**config.mk**
```make
export PLATFORM = sky130hd
export DESIGN_NAME = escaped_command_packet_handler_top
export DESIGN_NICKNAME = d
export VERILOG_FILES = /design/src/sv/ecph_pkg.sv /design/src/sv/ecph_div.sv /design/src/sv/ecph_front.sv /design/src/sv/ecph_queue.sv /design/src/sv/ecph_back.sv /design/src/sv/escaped_command_packet_handler_top.sv
export SDC_FILE = /design/constraint.sdc
export NUM_CORES = 1
export LEC_CHECK = 0
export ABC_AREA = 0
export BUFFER_PORTS_ARGS = -buffer_cell sky130_fd_sc_hd__buf_2
export CAP_MARGIN = 10
export CORE_ASPECT_RATIO = 0.7
export CORE_UTILIZATION = 43
export DETAILED_ROUTE_END_ITERATION = 10
export PLACE_DENSITY_LB_ADDON = 0.2
export SETUP_SLACK_MARGIN = 0.5
export SLEW_MARGIN = 30
export SYNTH_ARGS = -nofsm -noshare
export SYNTH_HDL_FRONTEND = slang
export SYNTH_SLANG_ARGS = --single-unit
```
**constraint.sdc**
```tcl
create_clock -name clock -period 5.4 [get_ports clock]
set_input_delay 0.27 -clock clock [delete_from_list [all_inputs] [get_ports clock]]
set_output_delay 0.27 -clock clock [all_outputs]
set_load 0.01 [all_outputs]
```
**src/sv/ecph_pkg.sv**
```systemverilog
`timescale 1ns / 1ps
package ecph_pkg;

   // Field widths fixed by the byte protocol and the timer registers.
   localparam int BYTE_W  = 8;
   localparam int RATE_W  = 24;
   localparam int DATA_W  = 16;
   localparam int LED_W   = 4;
   localparam int POS_W   = 3;

   // Protocol codes.
   localparam logic [BYTE_W-1:0] START_BYTE    = 8'hFF;
   localparam logic [BYTE_W-1:0] FORCED_BYTE   = 8'hFF;
   localparam logic [BYTE_W-1:0] ESC_NONE      = 8'h00;
   localparam logic [BYTE_W-1:0] ESC_LOW       = 8'h01;
   localparam logic [BYTE_W-1:0] ESC_HIGH      = 8'h02;
   localparam logic [BYTE_W-1:0] ESC_BOTH      = 8'h03;
   localparam logic [BYTE_W-1:0] CMD_LAST_LED  = 8'h03;
   localparam logic [BYTE_W-1:0] CMD_SET_TIMER = 8'h04;

   // Reset values of the registers.
   localparam logic [RATE_W-1:0] RATE_RESET    = 24'd1000000;
   localparam logic [DATA_W-1:0] PERIOD_RESET  = 16'd999;
   localparam logic [DATA_W-1:0] COMPARE_RESET = 16'd500;

   // Places of the five echoed words of one packet.
   localparam logic [POS_W-1:0] POS_START = 3'd0;
   localparam logic [POS_W-1:0] POS_CMD   = 3'd1;
   localparam logic [POS_W-1:0] POS_HIGH  = 3'd2;
   localparam logic [POS_W-1:0] POS_LOW   = 3'd3;
   localparam logic [POS_W-1:0] POS_ESC   = 3'd4;

   // A gathered packet with its escape already applied.
   typedef struct packed {
      logic [BYTE_W-1:0] command;
      logic [BYTE_W-1:0] high_data;
      logic [BYTE_W-1:0] low_data;
      logic [BYTE_W-1:0] escape;
   } pkt_type;

   // One result word as the back end presents it.
   typedef struct packed {
      logic [BYTE_W-1:0] echo_byte;
      logic              last_of_packet;
      logic [LED_W-1:0]  led_bits;
      logic [DATA_W-1:0] period_value;
      logic [DATA_W-1:0] compare_value;
      logic              divide_by_zero;
   } rsp_word_type;

   typedef enum logic [2:0] {
      FRONT_HUNT,
      FRONT_CMD,
      FRONT_HIGH,
      FRONT_LOW,
      FRONT_ESC
   } front_state_type;

   typedef enum logic [1:0] {
      BACK_IDLE,
      BACK_DIVIDE,
      BACK_EMIT
   } back_state_type;

endpackage

```
**src/sv/ecph_div.sv**
```systemverilog
`timescale 1ns / 1ps
module ecph_div (
   input  logic                          clock,
   input  logic                          reset,
   input  logic                          start,
   input  logic [ecph_pkg::RATE_W-1:0]   dividend,
   input  logic [ecph_pkg::DATA_W-1:0]   divisor,
   output logic                          done,
   output logic [ecph_pkg::RATE_W-1:0]   quotient
);
   import ecph_pkg::*;

   localparam int CNT_W = $clog2(RATE_W);

   logic [RATE_W-1:0] quo_ff, quo_in;
   logic [DATA_W-1:0] rem_ff, rem_in;
   logic [DATA_W-1:0] div_ff, div_in;
   logic [CNT_W-1:0]  cnt_ff, cnt_in;
   logic              busy_ff, busy_in;
   logic              done_ff, done_in;
   logic [DATA_W:0]   shifted;
   logic [DATA_W:0]   diff;
   logic              fits;

   // One restoring step: shift in the next dividend bit and try the subtract.
   always_comb begin
      shifted = {rem_ff, quo_ff[RATE_W-1]};
      diff    = shifted - {1'b0, div_ff};
      fits    = (shifted >= {1'b0, div_ff});
   end

   // Sequencing of the quotient bits, most significant first.
   always_comb begin
      quo_in  = quo_ff;
      rem_in  = rem_ff;
      div_in  = div_ff;
      cnt_in  = cnt_ff;
      busy_in = busy_ff;
      done_in = 1'b0;
      if (start) begin
         quo_in  = dividend;
         rem_in  = '0;
         div_in  = divisor;
         cnt_in  = CNT_W'(RATE_W - 1);
         busy_in = 1'b1;
      end else if (busy_ff) begin
         quo_in = {quo_ff[RATE_W-2:0], fits};
         rem_in = fits ? diff[DATA_W-1:0] : shifted[DATA_W-1:0];
         cnt_in = cnt_ff - 1'b1;
         if (cnt_ff == '0) begin
            busy_in = 1'b0;
            done_in = 1'b1;
         end
      end
   end

   always_ff @(posedge clock) begin
      if (reset) begin
         busy_ff <= 1'b0;
         done_ff <= 1'b0;
      end else begin
         busy_ff <= busy_in;
         done_ff <= done_in;
      end
      quo_ff <= quo_in;
      rem_ff <= rem_in;
      div_ff <= div_in;
      cnt_ff <= cnt_in;
   end

   assign done     = done_ff;
   assign quotient = quo_ff;

endmodule

```
**src/sv/ecph_front.sv**
```systemverilog
`timescale 1ns / 1ps
module ecph_front (
   input  logic                        clock,
   input  logic                        reset,
   input  logic                        accept,
   input  logic [ecph_pkg::BYTE_W-1:0] rx_byte,
   output logic                        pkt_push,
   output ecph_pkg::pkt_type           pkt_data
);
   import ecph_pkg::*;

   front_state_type   state_ff, state_in;
   logic [BYTE_W-1:0] cmd_ff, hi_ff, lo_ff;

   // Next state: hunt for the start byte, then gather four bytes.
   always_comb begin
      state_in = state_ff;
      if (accept) begin
         unique case (state_ff)
            FRONT_HUNT: state_in = (rx_byte == START_BYTE) ? FRONT_CMD : FRONT_HUNT;
            FRONT_CMD:  state_in = FRONT_HIGH;
            FRONT_HIGH: state_in = FRONT_LOW;
            FRONT_LOW:  state_in = FRONT_ESC;
            FRONT_ESC:  state_in = FRONT_HUNT;
            default:    state_in = FRONT_HUNT;
         endcase
      end
   end

   // Outputs: the escape byte completes the packet and applies the escape.
   always_comb begin
      pkt_push           = accept && (state_ff == FRONT_ESC);
      pkt_data.command   = cmd_ff;
      pkt_data.high_data = hi_ff;
      pkt_data.low_data  = lo_ff;
      pkt_data.escape    = rx_byte;
      unique case (rx_byte)
         ESC_LOW: begin
            pkt_data.low_data = FORCED_BYTE;
            pkt_data.escape   = ESC_NONE;
         end
         ESC_HIGH: begin
            pkt_data.high_data = FORCED_BYTE;
            pkt_data.escape    = ESC_NONE;
         end
         ESC_BOTH: begin
            pkt_data.high_data = FORCED_BYTE;
            pkt_data.low_data  = FORCED_BYTE;
            pkt_data.escape    = ESC_NONE;
         end
         default: begin
         end
      endcase
   end

   // State and the held packet bytes.
   always_ff @(posedge clock) begin
      if (reset) begin
         state_ff <= FRONT_HUNT;
      end else begin
         state_ff <= state_in;
      end
      if (accept && state_ff == FRONT_CMD) begin
         cmd_ff <= rx_byte;
      end
      if (accept && state_ff == FRONT_HIGH) begin
         hi_ff <= rx_byte;
      end
      if (accept && state_ff == FRONT_LOW) begin
         lo_ff <= rx_byte;
      end
   end

endmodule

```
**src/sv/ecph_queue.sv**
```systemverilog
`timescale 1ns / 1ps
module ecph_queue #(
   parameter int DEPTH = 2
) (
   input  logic              clock,
   input  logic              reset,
   input  logic              push,
   input  ecph_pkg::pkt_type push_data,
   input  logic              pop,
   output logic              full,
   output logic              empty,
   output ecph_pkg::pkt_type pop_data
);
   import ecph_pkg::*;

   localparam int AW = $clog2(DEPTH);

   pkt_type         mem_ff [DEPTH];
   logic [AW-1:0]   wr_ff, wr_in;
   logic [AW-1:0]   rd_ff, rd_in;
   logic [AW:0]     count_ff, count_in;
   logic            do_push, do_pop;

   assign full     = (count_ff == (AW+1)'(DEPTH));
   assign empty    = (count_ff == '0);
   assign do_push  = push && !full;
   assign do_pop   = pop && !empty;
   assign pop_data = mem_ff[rd_ff];

   // Pointer and fill count update.
   always_comb begin
      wr_in    = wr_ff;
      rd_in    = rd_ff;
      count_in = count_ff;
      if (do_push) begin
         wr_in = (wr_ff == AW'(DEPTH - 1)) ? '0 : wr_ff + 1'b1;
      end
      if (do_pop) begin
         rd_in = (rd_ff == AW'(DEPTH - 1)) ? '0 : rd_ff + 1'b1;
      end
      if (do_push && !do_pop) begin
         count_in = count_ff + 1'b1;
      end else if (do_pop && !do_push) begin
         count_in = count_ff - 1'b1;
      end
   end

   always_ff @(posedge clock) begin
      if (reset) begin
         wr_ff    <= '0;
         rd_ff    <= '0;
         count_ff <= '0;
      end else begin
         wr_ff    <= wr_in;
         rd_ff    <= rd_in;
         count_ff <= count_in;
      end
      if (do_push) begin
         mem_ff[wr_ff] <= push_data;
      end
   end

endmodule

```
**src/sv/ecph_back.sv**
```systemverilog
`timescale 1ns / 1ps
module ecph_back (
   input  logic                        clock,
   input  logic                        reset,
   input  logic [ecph_pkg::RATE_W-1:0] clock_rate,
   input  logic                        pkt_empty,
   input  ecph_pkg::pkt_type           pkt_data,
   output logic                        pkt_pop,
   output logic                        word_valid,
   input  logic                        word_pop,
   output ecph_pkg::rsp_word_type      word
);
   import ecph_pkg::*;

   back_state_type    state_ff, state_in;
   pkt_type           pkt_ff, pkt_in;
   logic [LED_W-1:0]  led_ff, led_in;
   logic [DATA_W-1:0] period_ff, period_in;
   logic [DATA_W-1:0] compare_ff, compare_in;
   logic              dz_ff, dz_in;
   logic [POS_W-1:0]  pos_ff, pos_in;
   logic              div_start;
   logic              div_done;
   logic [RATE_W-1:0] quotient;
   logic [DATA_W-1:0] data;
   logic              take;

   ecph_div u_div (
      .clock    (clock),
      .reset    (reset),
      .start    (div_start),
      .dividend (clock_rate),
      .divisor  (data),
      .done     (div_done),
      .quotient (quotient)
   );

   assign data = {pkt_data.high_data, pkt_data.low_data};
   assign take = (state_ff == BACK_IDLE) && !pkt_empty;

   // Next state.
   always_comb begin
      state_in = state_ff;
      unique case (state_ff)
         BACK_IDLE: begin
            if (!pkt_empty) begin
               if (pkt_data.command == CMD_SET_TIMER && data != '0) begin
                  state_in = BACK_DIVIDE;
               end else begin
                  state_in = BACK_EMIT;
               end
            end
         end
         BACK_DIVIDE: begin
            if (div_done) begin
               state_in = BACK_EMIT;
            end
         end
         BACK_EMIT: begin
            if (word_pop && pos_ff == POS_ESC) begin
               state_in = BACK_IDLE;
            end
         end
         default: state_in = BACK_IDLE;
      endcase
   end

   // Outputs of the sequencer.
   always_comb begin
      pkt_pop    = take;
      div_start  = take && (pkt_data.command == CMD_SET_TIMER) && (data != '0);
      word_valid = (state_ff == BACK_EMIT);
   end

   // Command execution and register updates.
   always_comb begin
      pkt_in     = pkt_ff;
      led_in     = led_ff;
      period_in  = period_ff;
      compare_in = compare_ff;
      dz_in      = dz_ff;
      pos_in     = pos_ff;
      if (take) begin
         pkt_in = pkt_data;
         pos_in = POS_START;
         dz_in  = (pkt_data.command == CMD_SET_TIMER) && (data == '0);
         if (pkt_data.command <= CMD_LAST_LED) begin
            led_in = led_ff ^ (LED_W'(1) << pkt_data.command[1:0]);
         end
      end
      if (state_ff == BACK_DIVIDE && div_done) begin
         period_in  = quotient[DATA_W-1:0];
         compare_in = {1'b0, quotient[DATA_W-1:1]};
      end
      if (state_ff == BACK_EMIT && word_pop) begin
         pos_in = pos_ff + 1'b1;
      end
   end

   // Result word selection.
   always_comb begin
      word.last_of_packet = (pos_ff == POS_ESC);
      word.led_bits       = led_ff;
      word.period_value   = period_ff;
      word.compare_value  = compare_ff;
      word.divide_by_zero = dz_ff;
      unique case (pos_ff)
         POS_START: word.echo_byte = START_BYTE;
         POS_CMD:   word.echo_byte = pkt_ff.command;
         POS_HIGH:  word.echo_byte = pkt_ff.high_data;
         POS_LOW:   word.echo_byte = pkt_ff.low_data;
         default:   word.echo_byte = pkt_ff.escape;
      endcase
   end

   always_ff @(posedge clock) begin
      if (reset) begin
         state_ff   <= BACK_IDLE;
         led_ff     <= '0;
         period_ff  <= PERIOD_RESET;
         compare_ff <= COMPARE_RESET;
         dz_ff      <= 1'b0;
         pos_ff     <= POS_START;
      end else begin
         state_ff   <= state_in;
         led_ff     <= led_in;
         period_ff  <= period_in;
         compare_ff <= compare_in;
         dz_ff      <= dz_in;
         pos_ff     <= pos_in;
      end
      pkt_ff <= pkt_in;
   end

endmodule

```
**src/sv/escaped_command_packet_handler_top.sv**
```systemverilog
`timescale 1ns / 1ps
// Escaped command packet handler.
// Input: received bytes are pushed on req_rx_byte with req_push while req_full
// is low. Bytes are dropped until 0xFF; then command, high data, low data and
// escape bytes form a packet, which goes into a small packet queue.
// Output: each packet comes back as five words (0xFF, command, high, low,
// escape with the escape applied), each with the LED, period and compare
// values after the packet. A word waits on the rsp_ ports while rsp_empty is
// low and leaves on rsp_pop.
// Configuration: csr_timer_clock_rate is written when csr_valid is high; the
// port is always ready. Write it only while no packet is in flight.
// Timing: bytes enter one per cycle while the queue has room. A packet is
// written into the queue when its escape byte enters and is taken from there by
// the back end; a timer command with nonzero data then passes through the
// one-bit-per-cycle divider before its words are shown. The back end hands out
// the five words one per pop and takes the next packet after the last has left.
// Reset clears the LEDs, loads period 999 and compare 500 and hunts for 0xFF.
// A stalled receiver holds the back end; the front keeps taking bytes until
// the queue is full, then raises req_full.
module escaped_command_packet_handler_top #(
   parameter int QUEUE_DEPTH = 2
) (
   input  logic                        clock,
   input  logic                        reset,
   input  logic                        req_push,
   output logic                        req_full,
   input  logic [ecph_pkg::BYTE_W-1:0] req_rx_byte,
   output logic                        rsp_empty,
   input  logic                        rsp_pop,
   output logic [ecph_pkg::BYTE_W-1:0] rsp_echo_byte,
   output logic                        rsp_last_of_packet,
   output logic [ecph_pkg::LED_W-1:0]  rsp_led_bits,
   output logic [ecph_pkg::DATA_W-1:0] rsp_period_value,
   output logic [ecph_pkg::DATA_W-1:0] rsp_compare_value,
   output logic                        rsp_divide_by_zero,
   input  logic                        csr_valid,
   output logic                        csr_ready,
   input  logic [ecph_pkg::RATE_W-1:0] csr_timer_clock_rate
);
   import ecph_pkg::*;

   logic [RATE_W-1:0] rate_ff;
   logic              accept;
   logic              q_push, q_pop, q_full, q_empty;
   pkt_type           q_in, q_out;
   logic              word_valid;
   rsp_word_type      word;

   // Clock rate register.
   assign csr_ready = 1'b1;
   always_ff @(posedge clock) begin
      if (reset) begin
         rate_ff <= RATE_RESET;
      end else if (csr_valid && csr_ready) begin
         rate_ff <= csr_timer_clock_rate;
      end
   end

   assign req_full = q_full;
   assign accept   = req_push && !q_full;

   ecph_front u_front (
      .clock    (clock),
      .reset    (reset),
      .accept   (accept),
      .rx_byte  (req_rx_byte),
      .pkt_push (q_push),
      .pkt_data (q_in)
   );

   ecph_queue #(
      .DEPTH (QUEUE_DEPTH)
   ) u_queue (
      .clock     (clock),
      .reset     (reset),
      .push      (q_push),
      .push_data (q_in),
      .pop       (q_pop),
      .full      (q_full),
      .empty     (q_empty),
      .pop_data  (q_out)
   );

   ecph_back u_back (
      .clock      (clock),
      .reset      (reset),
      .clock_rate (rate_ff),
      .pkt_empty  (q_empty),
      .pkt_data   (q_out),
      .pkt_pop    (q_pop),
      .word_valid (word_valid),
      .word_pop   (rsp_pop),
      .word       (word)
   );

   // Result ports.
   assign rsp_empty          = !word_valid;
   assign rsp_echo_byte      = word.echo_byte;
   assign rsp_last_of_packet = word.last_of_packet;
   assign rsp_led_bits       = word.led_bits;
   assign rsp_period_value   = word.period_value;
   assign rsp_compare_value  = word.compare_value;
   assign rsp_divide_by_zero = word.divide_by_zero;

   // The back end goes idle after the last word of a packet leaves.
   assert property (@(posedge clock) disable iff (reset)
      (!rsp_empty && rsp_pop && rsp_last_of_packet) |=> rsp_empty)
      else $error("result still shown after the last word of a packet");

   // The compare value never exceeds the period.
   assert property (@(posedge clock) disable iff (reset)
      !rsp_empty |-> (rsp_compare_value <= rsp_period_value))
      else $error("compare value above period");

   // A finished packet is never offered to a full queue.
   assert property (@(posedge clock) disable iff (reset)
      q_push |-> !q_full)
      else $error("packet pushed into a full queue");

   // The back end only takes a packet that the queue holds.
   assert property (@(posedge clock) disable iff (reset)
      q_pop |-> !q_empty)
      else $error("packet taken from an empty queue");

endmodule

```
# After elaboration in Yosys (flattened, before gate mapping)
# Memories as Yosys holds them, arrays and structs flattened. A register that Yosys moved wholly into a read port is not among the register bits.
# Index checks and enable logic that the tools add are counted.
[classes]
add_sub_neg = 7
order_cmp = 2
n_eq_ne = 19
shifts = 1
n_mux = 28
n_bitwise = 2
reduce_logical = 38
[op_table]
columns = ["cell", "n"]
rows = [
  ["24-bit 2-to-1 mux", 2],
  ["8-bit one-hot mux with 4 select lines", 1],
  ["8-bit 2-to-1 mux", 3],
  ["17-bit by 16-bit greater-or-equal comparator with 1-bit output", 1],
  ["1-bit logical AND", 17],
  ["8-bit by 2-bit equality test with 1-bit output, second input constant", 2],
  ["16-bit zero test", 1],
  ["16-bit 2-to-1 mux", 1],
  ["16-bit nonzero test", 1],
  ["16-bit subtractor", 1],
  ["3-bit by 2-bit equality test with 1-bit output, second input constant", 4],
  ["2-bit 2-to-1 mux", 6],
  ["3-bit one-hot mux with 4 select lines", 1],
  ["1-bit 2-to-1 mux", 11],
  ["8-bit by 1-bit equality test with 1-bit output, second input constant", 1],
  ["8-bit by 3-bit equality test with 1-bit output, second input constant", 1],
  ["8-bit equality test, second input constant", 1],
  ["8-bit by 2-bit <= comparator with 1-bit output, second input constant", 1],
  ["3-bit by 1-bit equality test with 1-bit output, second input constant", 2],
  ["3-bit equality test, second input constant", 2],
  ["3-bit zero test", 2],
  ["3-bit 2-to-1 mux", 2],
  ["2-bit one-hot mux with 3 select lines", 1],
  ["2-bit nonzero test", 3],
  ["19 further kinds", 29],
]
[totals]
register_bits = 191
ram_bits = 64
mem_count = 1
[mem_list]
columns = ["memory", "words", "word_bits", "rd", "rd_ports_with_merged_regs", "write_ports", "line", "source"]
rows = [
  ["u_queue.mem_ff", 2, 32, 1, 1, 1, "ecph_queue.sv:18", "pkt_type mem_ff [DEPTH];"],
]

# Logic depth before layout (Yosys ltp)
[logic_depth]
ltp_word = 9
depth_mapped = 11
mapped_depth_nobuf = 10

# By module
# A second synthesis with hierarchy kept.
[hier_totals]
hier_cells = 807
area_unflattened_um2 = 10485.1
[modules_own_cells]
columns = ["mod", "instances", "cells_each", "area_each_um2", "seq_area_each_um2"]
rows = [
  ["ecph_div", 1, 286, 3349.5, 1661.6],
  ["ecph_back", 1, 240, 2625.0, 1541.5],
  ["ecph_queue", 1, 125, 2526.2, 2021.9],
  ["ecph_front", 1, 75, 1084.8, 780.7],
  ["escaped_command_packet_handler_top", 1, 81, 899.6, 480.5],
]

# Worst setup path before layout
# Ideal clock, no wire load.
[synth_timing]
path_kind = "reg-to-reg"
from = "register u_queue.count_ff[0]"
to = "memory u_queue.mem_ff[0][0] (netlist bit) (enable)"
setup_time_ns = 0.502
arrival_ns = 3.848
slack_ns = 1.050
path_stages_with_launch = 5
cell_sequence = "dfxtp_1 nor2b_1 nand2b_1 clkbuf_1 nor4_1"
[synth_via]
elab_chain_cells = 7
[synth_rtl]
columns = ["element", "line", "source"]
rows = [
  ["start, declared", "ecph_queue.sv:21", "logic [AW:0] count_ff, count_in;"],
  ["start signal, assigned", "ecph_queue.sv:56", "count_ff <= count_in;"],
  ["2-bit equality test *", "ecph_queue.sv:24", "assign full = (count_ff == (AW+1)'(DEPTH));"],
  ["net req_full", "escaped_command_packet_handler_top.sv:26", "output logic req_full,"],
  ["1-bit zero test *", "ecph_queue.sv:26, escaped_command_packet_handler_top.sv:60", ""],
  ["1-bit logical AND", "escaped_command_packet_handler_top.sv:60", "assign accept = req_push && !q_full;"],
  ["1-bit logical AND", "ecph_front.sv:32", "pkt_push = accept && (state_ff == FRONT_ESC);"],
  ["1-bit logical AND *", "ecph_queue.sv:26", "assign do_push = push && !full;"],
  ["1-bit 2-to-1 mux *", "ecph_queue.sv:58", "if (do_push) begin"],
  ["1-bit 2-to-1 mux (implied by the code) *", "ecph_queue.sv:59", "mem_ff[wr_ff] <= push_data;"],
  ["end, declared", "ecph_queue.sv:18", ""],
]
# Mark *: on every way through the listed nets, which the timed path passes. The rest lies on a longest branch.

==> summary.txt <==
ys async rst share: 0%
dpl cells: 1,236
design area: 0.01192 sq mm
fraction of layout cells with a size suffix above 1: 16.92%
NetSw: 1.219 mW
pin count of the biggest net entering global routing: 64
clk sinks: 244
Ports: 86
routability cong.: 0.7871
Worst Hold Class: in -> reg
DIE AREA: 0.02463 sq mm
Clock power frac: 35.8%
RSZ-0062 raised after global routing: no
slew margin rel.: 36.42%
DR iter-0 viols: 447
filler instances: 2,062
clock slew at reported path FFs: 0.06 ns
CP startpoint kind: flip-flop
Setup Viol. Count Final: 0
Die Height: 131.6 microns
Initial Util: 43.76%
Adder-Cell Fraction of Synth Area: 2.983%
Post-Syn Area: 0.01032 sq mm
skew final: 0.01509 ns
# diodes: 0
placed cell areas: 0.01088 sq mm
H-tree lvl count: 1
CORE AREA: 0.02358 sq mm
mux share of post-synthesis cell area: 5.116%
max cap viols: 0
min cycle time layout: 3.533 ns
vias in the first global route: 6,323
Worst Path Required: 5.61 ns
final max-slew violation count: 0
syn nets: 949
Top FF cell, synth: edfxtp_1
cts bufs inserted: 25
CTS Root Cell: clkbuf_16
worst slew pin tran: 0.9525 ns
residual DRC count: 0
std cell rows: 47
area fraction in compound gates after synthesis: 8.354%
crit end category: flip-flop
NumNets Final: 1,031
register area: 0.006486 sq mm
area delta synth->final: 15.52%
Switching Share: 26.21%
Util after Layout: 50.55%
grt ovf: 0
final std cells w/o fill: 1,305
first-pass GRT wire length: 34,290 microns
combinational share of power: 15.0%
outcome: finished clean
post-synth cell types: 70
register area share after synthesis: 62.85%
first-pass iteration count of the detailed router: 5
Max Fclk: 283.1 MHz
crit path max fanout: 46
final hold vios: 0
synth warn: 0
drt total wl: 21,370 microns
wire per inst: 16.38 microns
Sequential Power Share: 49.2%
Routed Antenna Nets: 0
setup TNS: 0 ns
Seq cells post-synth: 244
DR vias/cell: 5.091
P_int: 3.431 mW
final period utilization: 65.42%
Multi-input gate area: 0.003416 sq mm
Port Buffers: 83
Crit Path Category: reg -> reg
clock latency at the later pin of the worst-skew pair: 0.53 ns
Post-Synth XOR/XNOR Area: 1.613%
WP data arrival: 3.75 ns
gr usage total: 17.49%
VDD IR-drop max: 0.2623 mV
CTS tree: done
main combinational cell family by area after synthesis: simple AND/OR/NAND/NOR gates
Final HPWL DP: 14,350 microns
pwr dens: 390.1 mW/mm^2
simple-gate share of the synthesized area: 14.89%
Die X: 187.2 microns
Post-synth EDFFs: 160
vias post-DR: 6,644
gate count after technology mapping: 888
initial antenna violation count: 0
CTS max path bufs: 3
Static Leak: 4.590 nW
syn avg cell area: 11.62 sq um
cell families (layout without fill, tap and decap cells):
kind of cell,count (synthesis),count (layout)
adder cells (fa/ha/maj),24,24
flip-flops,244,244
AND/OR/NAND/NOR,332,332
multiplexers,49,49
other,2,2
buffers and inverters,91,190
AO/OA/AOI/OAI,127,127
XOR/XNOR,19,19
sequential cells by signal, indices dropped and copies added (netlist names), 3 cells and up, named ones only:
signal                 count
u_back.pos_ff              3
u_front.lo_ff              8
u_back.u_div.cnt_ff        5
u_front.state_ff           3
u_front.cmd_ff             8
u_front.hi_ff              8
u_back.u_div.div_ff       16
u_back.pkt_ff             32
rate_ff                   24
u_back.period_ff          16
u_back.compare_ff          3
u_back.u_div.rem_ff       16
u_back.u_div.quotient     24
u_back.led_ff              4
u_queue.mem_ff            64
synthesized netlist by cell type (all sizes together), types with 10 or more instances:
| library cell | n | area (sq um) |
|---|---|---|
| edfxtp | 160 | 4805 |
| nand2 | 150 | 565.6 |
| dfxtp | 84 | 1682 |
| nor2 | 71 | 269.0 |
| a21oi | 38 | 190.2 |
| clkbuf | 34 | 128.9 |
| inv | 31 | 116.4 |
| mux2 | 30 | 337.8 |
| nand2b | 30 | 187.7 |
| buf | 25 | 176.4 |
| ha | 23 | 287.8 |
| o21ai | 23 | 118.9 |
| mux2i | 19 | 190.2 |
| a31oi | 12 | 75.07 |
| nor2b | 11 | 68.82 |
| nor3 | 10 | 50.05 |
| xnor2 | 10 | 87.58 |
power by group through the flow:
stage               sequential, mW  combinational [mW]  clock, mW
floorplan                     2.28               0.530          0
global placement              2.33               0.676          0
detailed placement            2.33               0.682          0
CTS                           2.29               0.701       1.70
global route                  2.31               0.777       1.78
finish                        2.29               0.696       1.66
worst max-delay path, stage by stage, from the launching register on:
cell and delay [ns]:
dfxtp_1 0.94, or4b_1 0.50, o22ai_1 0.24, and3_1 0.22, and2b_1 0.18, nand2_2 0.06, buf_4 0.27, nand2b_1 0.45
buf_4 0.34
area by class of cell:
cell class / count / share of cell area, %
multi-input combinational: 553 / 28.65
sequential: 244 / 54.41
clock buffer: 29 / 5.374
inverter: 32 / 1.008
timing repair buffer: 114 / 5.982
tap: 318 / 3.338
clock inverter: 15 / 1.238
timing repair:
action                    CTS  global route
buffers inserted            0             0
hold buffers               25             0
resized for setup           0             0
hold endpoints to repair   27             0
metal layers:
| metal | vias to the layer above | track usage, % | wire (microns) |
|---|---|---|---|
| met5 | - | 0 | 0 |
| met4 | 0 | 4.781 | 490 |
| met3 | 40 | 2.751 | 819 |
| met2 | 128 | 25.05 | 8812 |
| met1 | 3171 | 27.16 | 11250 |
| li1 | 3305 | - | - |
final timing paths:
kind	end	depth (start not counted)	slack, ns	startpoint
min	u_front.cmd_ff[7]	1	0.02	req_rx_byte[7]
max	u_back.u_div.quotient[6]	8	1.87	flip-flop
max reg2reg	u_back.u_div.quotient[6]	8	1.87	flip-flop
min reg2reg	u_queue.mem_ff[1][27]	0	0.44	u_front.cmd_ff[3]
cell usage in the layout (no fill, tap or decap), types with 8 or more instances in the layout:
| master | instances |
|---|---|
| nand3_1 | 8 |
| xnor2_1 | 10 |
| mux2i_1 | 19 |
| a221oi_1 | 8 |
| xor2_1 | 9 |
| nand2_1 | 149 |
| clkbuf_16 | 25 |
| dlygate4sd3_1 | 25 |
| dfxtp_1 | 84 |
| inv_1 | 30 |
| ha_1 | 23 |
| a21oi_1 | 38 |
| o21ai_0 | 22 |
| a221o_1 | 8 |
| nor2_1 | 70 |
| a31oi_1 | 12 |
| nor2b_1 | 11 |
| edfxtp_1 | 160 |
| buf_2 | 82 |
| mux2_2 | 30 |
| nor3_1 | 10 |
| nand2b_1 | 30 |
stage by stage:
stage          power, mW  worst slack (ns)  hold slack, ns
6_report           4.650             1.867         0.02495
2_1_floorplan      2.813             1.050          0.3689
4_1_cts            4.686             1.827         0.01430
5_1_grt            4.860             1.537         0.01330
3_5_place_dp       3.010             1.836          0.4337
3_3_place_gp       3.003             1.946          0.4251
No activity file was read; power rests on OpenSTA's default activity.
